==> src/hdl/hrs_pkg.sv <==
// hrs_pkg: shared constants, function codes and the popcount tree
// for the hamming range search block; depends on nothing
`default_nettype none

package hrs_pkg;

    localparam int CODE_W       = 64;
    localparam int DIST_W       = 7;
    localparam int INDEX_W      = 6;
    localparam int FUNC_W       = 2;
    localparam int POP_W        = 7;
    localparam int CAPACITY_DEF = 64;

    localparam logic [FUNC_W-1:0] FUNC_CLEAR  = 2'd0;
    localparam logic [FUNC_W-1:0] FUNC_APPEND = 2'd1;
    localparam logic [FUNC_W-1:0] FUNC_QUERY  = 2'd2;

    // balanced adder tree, six levels
    function automatic logic [POP_W-1:0] popcount(input logic [CODE_W-1:0] v);
        logic [1:0] l1 [32];
        logic [2:0] l2 [16];
        logic [3:0] l3 [8];
        logic [4:0] l4 [4];
        logic [5:0] l5 [2];
        for (int i = 0; i < 32; i++)
        begin
            l1[i] = {1'b0, v[2*i]} + {1'b0, v[2*i+1]};
        end
        for (int i = 0; i < 16; i++)
        begin
            l2[i] = {1'b0, l1[2*i]} + {1'b0, l1[2*i+1]};
        end
        for (int i = 0; i < 8; i++)
        begin
            l3[i] = {1'b0, l2[2*i]} + {1'b0, l2[2*i+1]};
        end
        for (int i = 0; i < 4; i++)
        begin
            l4[i] = {1'b0, l3[2*i]} + {1'b0, l3[2*i+1]};
        end
        for (int i = 0; i < 2; i++)
        begin
            l5[i] = {1'b0, l4[2*i]} + {1'b0, l4[2*i+1]};
        end
        return {1'b0, l5[0]} + {1'b0, l5[1]};
    endfunction

endpackage

`default_nettype wire

==> src/hdl/hrs_ram.sv <==
// hrs_ram: generic single-write, single-read ram with registered read data
// depends on nothing
`default_nettype none

module hrs_ram #(
    parameter int WIDTH = 64,
    parameter int DEPTH = 64,
    localparam int ADDR_W = (DEPTH > 1) ? $clog2(DEPTH) : 1
) (
    input  wire logic              clk,
    input  wire logic              we,
    input  wire logic [ADDR_W-1:0] waddr,
    input  wire logic [WIDTH-1:0]  wdata,
    input  wire logic [ADDR_W-1:0] raddr,
    output logic      [WIDTH-1:0]  rdata
);

    logic [WIDTH-1:0] mem [DEPTH];
    logic [WIDTH-1:0] rdata_reg;

    always_ff @(posedge clk)
    begin
        if (we)
        begin
            mem[waddr] <= wdata;
        end
        rdata_reg <= mem[raddr];
    end

    assign rdata = rdata_reg;

endmodule

`default_nettype wire

==> src/hdl/hamming_range_search.sv <==
// hamming_range_search: top level, code table in one ram, scan pipeline and
// result sequencing; depends on hrs_pkg and hrs_ram
//
//   channel   direction  handshake               beat contents
//   command   in         start & !busy           func, code, dist_limit
//   result    out        strobe (one cycle)      match_index, found, last
//
// clear and append leave busy low
// a query holds busy until its scan pipeline has drained:
// one ram read per stored code, then a popcount stage and a compare stage
// results come out at most one per cycle while the scan runs; the final beat
// follows the drain of the pipeline, so the last hit is held back one stage
// rst_n is asynchronous; it empties the table and aborts any scan
// the receiver cannot stall: every strobe is a delivered beat
`default_nettype none

module hamming_range_search #(
    parameter int CAPACITY = hrs_pkg::CAPACITY_DEF
) (
    input  wire logic                         clk,
    input  wire logic                         rst_n,
    input  wire logic                         start,
    output logic                              busy,
    input  wire logic [hrs_pkg::FUNC_W-1:0]   func,
    input  wire logic [hrs_pkg::CODE_W-1:0]   code,
    input  wire logic [hrs_pkg::DIST_W-1:0]   dist_limit,
    output logic                              strobe,
    output logic      [hrs_pkg::INDEX_W-1:0]  match_index,
    output logic                              found,
    output logic                              last
);

    localparam int IDX_W = (CAPACITY > 1) ? $clog2(CAPACITY) : 1;
    localparam int CNT_W = $clog2(CAPACITY + 1);
    localparam logic [CNT_W-1:0] CAP_CNT = CNT_W'(CAPACITY);

    localparam logic S_IDLE = 1'b0;
    localparam logic S_SCAN = 1'b1;

    // control state
    logic                           state_reg, state_next;
    logic [CNT_W-1:0]               count_reg, count_next;
    logic [CNT_W-1:0]               rd_addr_reg, rd_addr_next;
    logic                           s1_valid_reg, s1_valid_next;
    logic                           s2_valid_reg, s2_valid_next;
    logic                           pend_valid_reg, pend_valid_next;
    logic                           strobe_reg, strobe_next;

    // payload
    logic [hrs_pkg::CODE_W-1:0]     qcode_reg, qcode_next;
    logic [hrs_pkg::DIST_W-1:0]     maxd_reg, maxd_next;
    logic [IDX_W-1:0]               s1_idx_reg, s1_idx_next;
    logic [IDX_W-1:0]               s2_idx_reg, s2_idx_next;
    logic [hrs_pkg::POP_W-1:0]      pop_reg, pop_next;
    logic [IDX_W-1:0]               pend_idx_reg, pend_idx_next;
    logic [hrs_pkg::INDEX_W-1:0]    index_reg, index_next;
    logic                           found_reg, found_next;
    logic                           last_reg, last_next;

    // ram side
    logic                           ram_we;
    logic [IDX_W-1:0]               ram_raddr;
    logic [hrs_pkg::CODE_W-1:0]     ram_rdata;

    logic                           accept;
    logic                           issue;
    logic                           hit;
    logic                           drained;

    assign accept = start && (state_reg == S_IDLE);
    // appends beyond capacity are dropped
    assign ram_we = accept && (func == hrs_pkg::FUNC_APPEND) && (count_reg < CAP_CNT);
    assign ram_raddr = rd_addr_reg[IDX_W-1:0];

    hrs_ram #(
        .WIDTH (hrs_pkg::CODE_W),
        .DEPTH (CAPACITY)
    ) u_store (
        .clk   (clk),
        .we    (ram_we),
        .waddr (count_reg[IDX_W-1:0]),
        .wdata (code),
        .raddr (ram_raddr),
        .rdata (ram_rdata)
    );

    // scan pipeline: read issue, popcount, compare
    assign issue   = (state_reg == S_SCAN) && (rd_addr_reg < count_reg);
    assign hit     = s2_valid_reg && (pop_reg <= maxd_reg);
    assign drained = (state_reg == S_SCAN) && !issue && !s1_valid_reg && !s2_valid_reg;

    always_comb
    begin
        state_next      = state_reg;
        count_next      = count_reg;
        rd_addr_next    = rd_addr_reg;
        qcode_next      = qcode_reg;
        maxd_next       = maxd_reg;
        s1_valid_next   = issue;
        s1_idx_next     = rd_addr_reg[IDX_W-1:0];
        s2_valid_next   = s1_valid_reg;
        s2_idx_next     = s1_idx_reg;
        pop_next        = hrs_pkg::popcount(ram_rdata ^ qcode_reg);
        pend_valid_next = pend_valid_reg;
        pend_idx_next   = pend_idx_reg;
        strobe_next     = 1'b0;
        index_next      = hrs_pkg::INDEX_W'(pend_idx_reg);
        found_next      = 1'b1;
        last_next       = 1'b0;

        case (state_reg)
            S_IDLE:
            begin
                if (accept)
                begin
                    case (func)
                        hrs_pkg::FUNC_CLEAR:
                        begin
                            count_next = '0;
                        end
                        hrs_pkg::FUNC_APPEND:
                        begin
                            if (count_reg < CAP_CNT)
                            begin
                                count_next = count_reg + CNT_W'(1);
                            end
                        end
                        hrs_pkg::FUNC_QUERY:
                        begin
                            state_next      = S_SCAN;
                            qcode_next      = code;
                            maxd_next       = dist_limit;
                            rd_addr_next    = '0;
                            pend_valid_next = 1'b0;
                        end
                        default:
                        begin
                            count_next = count_reg;
                        end
                    endcase
                end
            end
            S_SCAN:
            begin
                if (issue)
                begin
                    rd_addr_next = rd_addr_reg + CNT_W'(1);
                end
                // a new hit releases the one held before it, which is not last
                if (hit)
                begin
                    strobe_next     = pend_valid_reg;
                    pend_valid_next = 1'b1;
                    pend_idx_next   = s2_idx_reg;
                end
                if (drained)
                begin
                    state_next      = S_IDLE;
                    strobe_next     = 1'b1;
                    last_next       = 1'b1;
                    found_next      = pend_valid_reg;
                    pend_valid_next = 1'b0;
                    if (!pend_valid_reg)
                    begin
                        index_next = '0;
                    end
                end
            end
            default:
            begin
                state_next = S_IDLE;
            end
        endcase
    end

    always_ff @(posedge clk or negedge rst_n)
    begin
        if (!rst_n)
        begin
            state_reg      <= S_IDLE;
            count_reg      <= '0;
            rd_addr_reg    <= '0;
            s1_valid_reg   <= 1'b0;
            s2_valid_reg   <= 1'b0;
            pend_valid_reg <= 1'b0;
            strobe_reg     <= 1'b0;
        end
        else
        begin
            state_reg      <= state_next;
            count_reg      <= count_next;
            rd_addr_reg    <= rd_addr_next;
            s1_valid_reg   <= s1_valid_next;
            s2_valid_reg   <= s2_valid_next;
            pend_valid_reg <= pend_valid_next;
            strobe_reg     <= strobe_next;
        end
    end

    always_ff @(posedge clk)
    begin
        qcode_reg    <= qcode_next;
        maxd_reg     <= maxd_next;
        s1_idx_reg   <= s1_idx_next;
        s2_idx_reg   <= s2_idx_next;
        pop_reg      <= pop_next;
        pend_idx_reg <= pend_idx_next;
        index_reg    <= index_next;
        found_reg    <= found_next;
        last_reg     <= last_next;
    end

    assign busy        = (state_reg == S_SCAN);
    assign strobe      = strobe_reg;
    assign match_index = index_reg;
    assign found       = found_reg;
    assign last        = last_reg;

`ifndef SYNTHESIS
    // the final beat of a query frees the command side
    assert property (@(posedge clk) disable iff (!rst_n)
        (strobe && last) |-> !busy)
        else $error("final beat while still scanning");

    // an empty answer is always the only and final beat
    assert property (@(posedge clk) disable iff (!rst_n)
        (strobe && !found) |-> last)
        else $error("empty answer not marked last");

    // the table never holds more than its capacity
    assert property (@(posedge clk) disable iff (!rst_n)
        count_reg <= CAP_CNT)
        else $error("entry count beyond capacity");

    // a scan starts with no beat in flight
    assert property (@(posedge clk) disable iff (!rst_n)
        $rose(busy) |-> !strobe)
        else $error("beat at start of scan");

    // the read pointer never runs past the stored entries
    assert property (@(posedge clk) disable iff (!rst_n)
        busy |-> (rd_addr_reg <= count_reg))
        else $error("scan read beyond table");
`endif

endmodule

`default_nettype wire

==> config.mk <==
export PLATFORM = sky130hd
export DESIGN_NAME = hamming_range_search
export DESIGN_NICKNAME = d
export VERILOG_FILES = /design/src/hdl/hrs_pkg.sv /design/src/hdl/hrs_ram.sv /design/src/hdl/hamming_range_search.sv
export SDC_FILE = /design/constraint.sdc
export NUM_CORES = 2
export LEC_CHECK = 0
export BUFFER_PORTS_ARGS = -buffer_cell sky130_fd_sc_hd__buf_2
export CAP_MARGIN = 20
export CORE_MARGIN = 2
export CORE_UTILIZATION = 65
export CTS_BUF_LIST = sky130_fd_sc_hd__clkbuf_4 sky130_fd_sc_hd__clkbuf_8
export DETAILED_ROUTE_END_ITERATION = 7
export PLACE_DENSITY = 0.88
export SETUP_SLACK_MARGIN = 0.1
export SYNTH_ARGS = -nofsm -noshare
export SYNTH_HDL_FRONTEND = slang
export SYNTH_SLANG_ARGS = --single-unit
==> constraint.sdc <==
create_clock -name clk -period 11.5 [get_ports clk]
set_input_delay 2.3 -clock clk [delete_from_list [all_inputs] [get_ports clk]]
set_output_delay 2.3 -clock clk [all_outputs]
set_load 0.02 [all_outputs]
# == Word level (Yosys, flattened, before mapping) ==
# Memories as Yosys holds them, arrays and structs flattened. A register that Yosys moved wholly into a read port is not among the register bits.
# Cells that the tools add are included.
# totals
mem_count,1
ff_bits,123
elab_cells,137
inputBits,76
mem_bits_rw,4096
out_inout_bits,10
# memory_table
memory,words,word_bits,read_ports,rd_ports_with_merged_regs,wr,line,rtl
u_store.mem,64,64,1,1,1,hrs_ram.sv:18,logic [WIDTH-1:0] mem [DEPTH];
# op_classes
n_reduce_logical,19
eq_ne,7
n_lt_le_gt_ge,3
muxes,24
add_sub_neg,65
n_bitwise,2
# op_table
op,count
adder 1 x 1 -> 2 bit,32
bitwise XOR 64 bit,1
adder 2 x 2 -> 3 bit,16
adder 3 x 3 -> 4 bit,8
two-way mux 7 bit,4
one-hot mux 7 bit (2 select lines),2
adder 4 x 4 -> 5 bit,4
two-way mux 6 bit,3
adder 7 x 1 -> 7 bit (second input constant),2
two-way mux 1 bit,13
adder 5 x 5 -> 6 bit,2
AND reduction 3 bit,3
logical AND 1 bit,8
adder 6 x 6 -> 7 bit,1
<= comparator 7 bit,1
< comparator 7 bit,1
< comparator 7 bit (second input constant),1
inequality test 2 x 1 -> 1 bit (second input constant),3
one-hot mux 1 bit (2 select lines),2
AND reduction 2 bit,2
AND reduction 4 bit,1
zero test 1 bit,3
inequality test 3 x 1 -> 1 bit (second input constant),1
== test 2 x 1 -> 1 bit (second input constant),1
other kinds (5),5

# == Longest topological paths before layout ==
# depth
word_depth,8
depth_mapped,22
ltp_nobuf,22

# == Cells and area by module ==
# Synthesis repeated with hierarchy kept, for this count alone.
# unflattened
hier_cells,7043
hier_area_um2,162594.7
# modules_own_cells
mod,cells_per_inst,instances,area_per_inst_um2
hrs_ram,6598,1,156348.7
hamming_range_search,445,1,6246.0

# == Worst setup path before layout ==
# OpenSTA, ideal clock, no wires.
# synth_timing
kind,input port to flip-flop
startpoint,input port func[1] in the netlist's numbering
endpoint,"memory u_store.mem[62][0], enable pin"
required_time_ns,11.013
setup_slack_ns,5.295
path_stages,4
t_arrival_ns,5.719
setup_time_ns,0.487
path_buffers,0
cell_sequence,nor3b_1 > and4_1 > nand3_1 > nor2_1
# synth_via
elab_chain_cells,5
# synth_rtl
item,line,rtl
"start, declared",hamming_range_search.sv:24,"input wire logic [hrs_pkg::FUNC_W-1:0] func,"
== test 2 x 1 -> 1 bit,hamming_range_search.sv:72,assign ram_we = accept && (func == hrs_pkg::FUNC_APPEND) && (count_reg < CAP_CNT);
logical AND 1 bit (2 in a row),hamming_range_search.sv:72,
two-way mux 1 bit,hrs_ram.sv:23,if (we)
two-way mux 1 bit (implied by the code),hrs_ram.sv:25,mem[waddr] <= wdata;
"end, declared",hrs_ram.sv:18,
# No other way between the ends.

# == Worst setup path after layout ==
# layout_timing
startpoint,register qcode_reg[45] in the netlist's numbering
endpoint,register pop_reg[6] in the netlist's numbering
# layout_via
elab_chain_cells,7
# layout_rtl
item,line,rtl
"start, declared",hamming_range_search.sv:50,"logic [hrs_pkg::CODE_W-1:0] qcode_reg, qcode_next;"
"start signal, assigned",hamming_range_search.sv:202,qcode_reg <= qcode_next;
bitwise XOR 64 bit,hamming_range_search.sv:103,pop_next = hrs_pkg::popcount(ram_rdata ^ qcode_reg);
adder 1 x 1 -> 2 bit,hrs_pkg.sv:27,"l1[i] = {1'b0, v[2*i]} + {1'b0, v[2*i+1]};"
adder 2 x 2 -> 3 bit,hrs_pkg.sv:31,"l2[i] = {1'b0, l1[2*i]} + {1'b0, l1[2*i+1]};"
adder 3 x 3 -> 4 bit,hrs_pkg.sv:35,"l3[i] = {1'b0, l2[2*i]} + {1'b0, l2[2*i+1]};"
adder 4 x 4 -> 5 bit,hrs_pkg.sv:39,"l4[i] = {1'b0, l3[2*i]} + {1'b0, l3[2*i+1]};"
adder 5 x 5 -> 6 bit,hrs_pkg.sv:43,"l5[i] = {1'b0, l4[2*i]} + {1'b0, l4[2*i+1]};"
adder 6 x 6 -> 7 bit,hrs_pkg.sv:45,"return {1'b0, l5[0]} + {1'b0, l5[1]};"
named net pop_next (one bit),hamming_range_search.sv:54,"logic [hrs_pkg::POP_W-1:0] pop_reg, pop_next;"
"end signal, assigned",hamming_range_search.sv:206,pop_reg <= pop_next;
"end, declared",hamming_range_search.sv:54,
# The timed path passes the listed nets, and every way through them passes these cells.
# A chain may end at the register's enable or synchronous reset.

==> results.sh <==
export IMPL_status="complete, but fails checks"
export IMPL_violations_in_the_final_reports="DRC, slew limit"
export IMPL_rsz_0062_raised_after_global_routing="no"
export IMPL_ant_nets=0
export IMPL_worst_path_max_delay_cell="fa_1"
export IMPL_critical_path_depth=22
export IMPL_timing_critical_path_from_type="flip-flop"
export IMPL_fin_setup_tns_ps=0
export IMPL_vias_after_detailed_routing=87000
export IMPL_cts_buffers_inserted=647
export IMPL_worstSetupEndpointType="flip-flop"
export IMPL_critical_path_cell_sequence="xnor2_1 -> fa_1 -> inv_1 -> fa_1 -> inv_1 -> fa_1 -> fa_1 -> inv_1 -> fa_1 -> fa_1 -> inv_1 -> fa_1 -> inv_1 -> fa_1 -> ha_1 -> fa_1 -> a21oi_1 -> nor2_1 -> nor2_1 -> inv_1 -> a21oi_1 -> o21bai_1"
export IMPL_initialDrtViolationCount=17800
export IMPL_reg2reg_setup_slack_ps=5110
export IMPL_timing_critical_path_mode_cell="fa_1"
export IMPL_start_util_pct=65.4
export IMPL_worst_path_max_stage_delay_ps=580
export IMPL_p_sw_mw=18.7
export IMPL_first_global_vias=85900
export IMPL_clk_path_buf_depth=4
export IMPL_die_width_um=505
export IMPL_wl_mm=480
export IMPL_internal_power_mw=33.1
export IMPL_cp_required_ps=12530
export IMPL_synth_yosys_seq_area_share_pct=78.3
export IMPL_ioPinCount=86
export IMPL_timing_reg2reg_worst_path_depth=22
export IMPL_hold_viol=0
export IMPL_power_frac_seq_pct=34.6
export IMPL_core_outline_area_um2=249000
export IMPL_most_common_cell_after_layout_fill_and_taps_aside="edfxtp_1"
export IMPL_final_max_slew_violation_count=1
export IMPL_worst_skew_pair_late_latency_ps=1200
export IMPL_cts_num_sinks=4283
export IMPL_final_layout_size_suffix_gt1_share_pct=29.6
export IMPL_post_cts_resize_count=0
export IMPL_netlist_cell_type_count=55
export IMPL_globalplace_congestion=0.908
export IMPL_tightest_slew_ps=1550
export IMPL_synth_top_cell_area_share_pct=76.9
export IMPL_detail_route_wl_per_cell_um=41.7
export IMPL_syn_instance_count=7085
export IMPL_final_period_minus_worst_setup_slack_ps=6390
export IMPL_timing_final_crit_share_pct=55.5
export IMPL_skew_ps=110
export IMPL_highest_count_cells_in_the_layout_ignoring_fill_and_taps="4173 x edfxtp_1, 1011 x mux4_2, 671 x clkbuf_8"
export IMPL_viasPerCell=7.56
export IMPL_cts_root_buf="clkbuf_8"
export IMPL_place_port_buffers=85
export IMPL_cts_repair_timing_setup_buffer_count=0
export IMPL_fraction_of_power_consumed_by_combinational_cells_pct=41.4
export IMPL_hold_path_class="reg2reg"
export IMPL_synthToLayoutAreaGrowth_pct=10.8
export IMPL_r2r_start="qcode_reg[45]"
export IMPL_synth_enable_flop_cells=4173
export IMPL_critical_path_arrival_ps=7420
export IMPL_worst_setup_hold_path_clk_slew_ps=80
export IMPL_synth_largest_area_cell="edfxtp_1"
export IMPL_cts_hold_repair_buffers=0
export IMPL_power_density_cell_area_nw_per_um2=287
export IMPL_crit_reg2reg_capture="pop_reg[6]"
export IMPL_switching_share_pct=36.0
export IMPL_total_leakage_power_nw=57.3
export IMPL_critical_path_top_delay_family="adder cells"
export IMPL_synthesis_area_um2=163000
export IMPL_yosys_warnings=0
export IMPL_path_max_fanout=2
export IMPL_timing_worst_setup_path_type="reg2reg"
export IMPL_power_ir_vdd_worst_v=0.00215
export IMPL_cp_num_buf_inv=6
export IMPL_cp_endpoint="pop_reg[6]"
export IMPL_clkPwrFrac_pct=24.0
export IMPL_largest_register_ffs=4096
export IMPL_initial_antenna_violation_count=42
export IMPL_maxClockFrequency_mhz=157
export IMPL_grt_pass1_wl_mm=658
export IMPL_grt_use_total_pct=37.3
export IMPL_yosys_top_cells_area="edfxtp_1 77%, mux4_2 14%, mux2i_1 1.6%"
export IMPL_die_height_um=505
export IMPL_tritoncts="done"
export IMPL_synth_async_sr_flop_share_pct=0.444
export IMPL_finalSetupViolations=0
export IMPL_drc=1
export IMPL_hold_slack_ps=326
export IMPL_synth_seq_cells=4283
export IMPL_firstDrtPassIters=8
export IMPL_cap_viol_max_count=0
export IMPL_syn_nets=7245
export IMPL_max_slew_margin_rel_pct=-3.02
export IMPL_finalNetCount=7829
export IMPL_critical_path_startpoint="qcode_reg[45]"
export IMPL_gr_total_overflow=0
export IMPL_hpwl_mm=258
export IMPL_die_area_um2=255000
export IMPL_grt_start_max_net_pins=118
export IMPL_clock_tree_htree_level_count=6
export IMPL_core_rowCount=183
export IMPL_avgSynthCellArea_um2=23.0
export IMPL_yosys_most_used_dff="edfxtp_1"
power by group through the flow:
stage	registers (mW)	clock network [mW]	logic [mW]
after global routing	17.9	13.0	22.5
after global placement	18.2	0	20.8
final	17.9	12.4	21.5
after detailed placement	18.2	0	20.9
after CTS	17.9	12.4	21.2
after floorplan	18.1	0	15.7
worst reg2reg max path, cell delays in order (launching register included):
cell and delay, ps:
edfxtp_1 390, xnor2_1 190, fa_1 580, inv_1 70, fa_1 530, inv_1 60, fa_1 510, fa_1 520
inv_1 60, fa_1 490, fa_1 500, inv_1 50, fa_1 470, inv_1 50, fa_1 430, ha_1 230
fa_1 460, a21oi_1 180, nor2_1 50, nor2_1 150, inv_1 60, a21oi_1 180, o21bai_1 80
per-stage QoR:
step                worst slack (ps)  util (%)  power, mW  instances  area [µm²]
floorplan                       5290         -       33.8       7085      163000
global placement                5070      67.4       39.0      10300      168000
detailed placement              5130      67.4       39.1      10300      168000
CTS                             5130      72.4       51.4      11500      180000
global route                    4880      72.5       53.4      11500      181000
finish                          5110      72.5       51.8      11500      181000
cells in the mapped netlist, drive strengths merged, types with 14 or more instances:
cell       n
a211oi    28
a21o      26
a21oi     84
a221o     26
a221oi    85
a22o      27
a22oi    101
and3      14
buf      230
clkbuf   141
dfrtp     19
dfxtp     91
edfxtp  4173
fa        54
ha        30
inv       77
mux2      15
mux2i    256
mux4    1011
nand2     78
nand3     45
nor2     165
nor2b     15
nor3      38
o21ai     71
o221ai    22
o22ai     26
xnor2     26
xor2      48
worst min-delay path by stage:
stage | from | endpoint | slack (ps) | cells past startpoint
floorplan | s1_idx_reg[0] | s2_idx_reg[0] | 310 | 0
global placement | s1_idx_reg[2] | s2_idx_reg[2] | 310 | 0
detailed placement | s1_idx_reg[1] | s2_idx_reg[1] | 310 | 0
CTS | s1_idx_reg[1] | s2_idx_reg[1] | 330 | 0
global route | s1_idx_reg[4] | s2_idx_reg[4] | 330 | 0
finish | s1_idx_reg[4] | s2_idx_reg[4] | 330 | 0
cells by family (layout without fill, tap and decap cells):
family | count (synthesis) | after routing | share of synthesized area (%)
buf+inv | 448 | 1520 | 1.40
other cells | 0 | 26 | 0
fa+ha+maj | 84 | 84 | 0.893
flops | 4283 | 4283 | 78.3
compound gates | 523 | 523 | 2.30
simple gates | 391 | 391 | 1.08
mux | 1282 | 1282 | 15.6
xor+xnor | 74 | 74 | 0.398
layout make-up:
cell class                 instances  area (µm²)
inverter                          77         299
multi-input combinational       2354       33700
antenna                           26        65.1
clock inverter                   275        1790
sequential                      4283      128000
fill                           12500       68500
clock buffer                     862       10700
tap                             3330        4170
timing repair buffer             306        2390
layer usage:
metal | global-route usage, % | up-vias | wire [µm]
li1 | - | 31300 | -
met1 | 46.8 | 43500 | 143000
met2 | 57.2 | 10100 | 223000
met3 | 9.94 | 2155 | 69300
met4 | 26.9 | 30 | 44100
met5 | 0 | - | 242
Power figures use the tool's default switching activity.
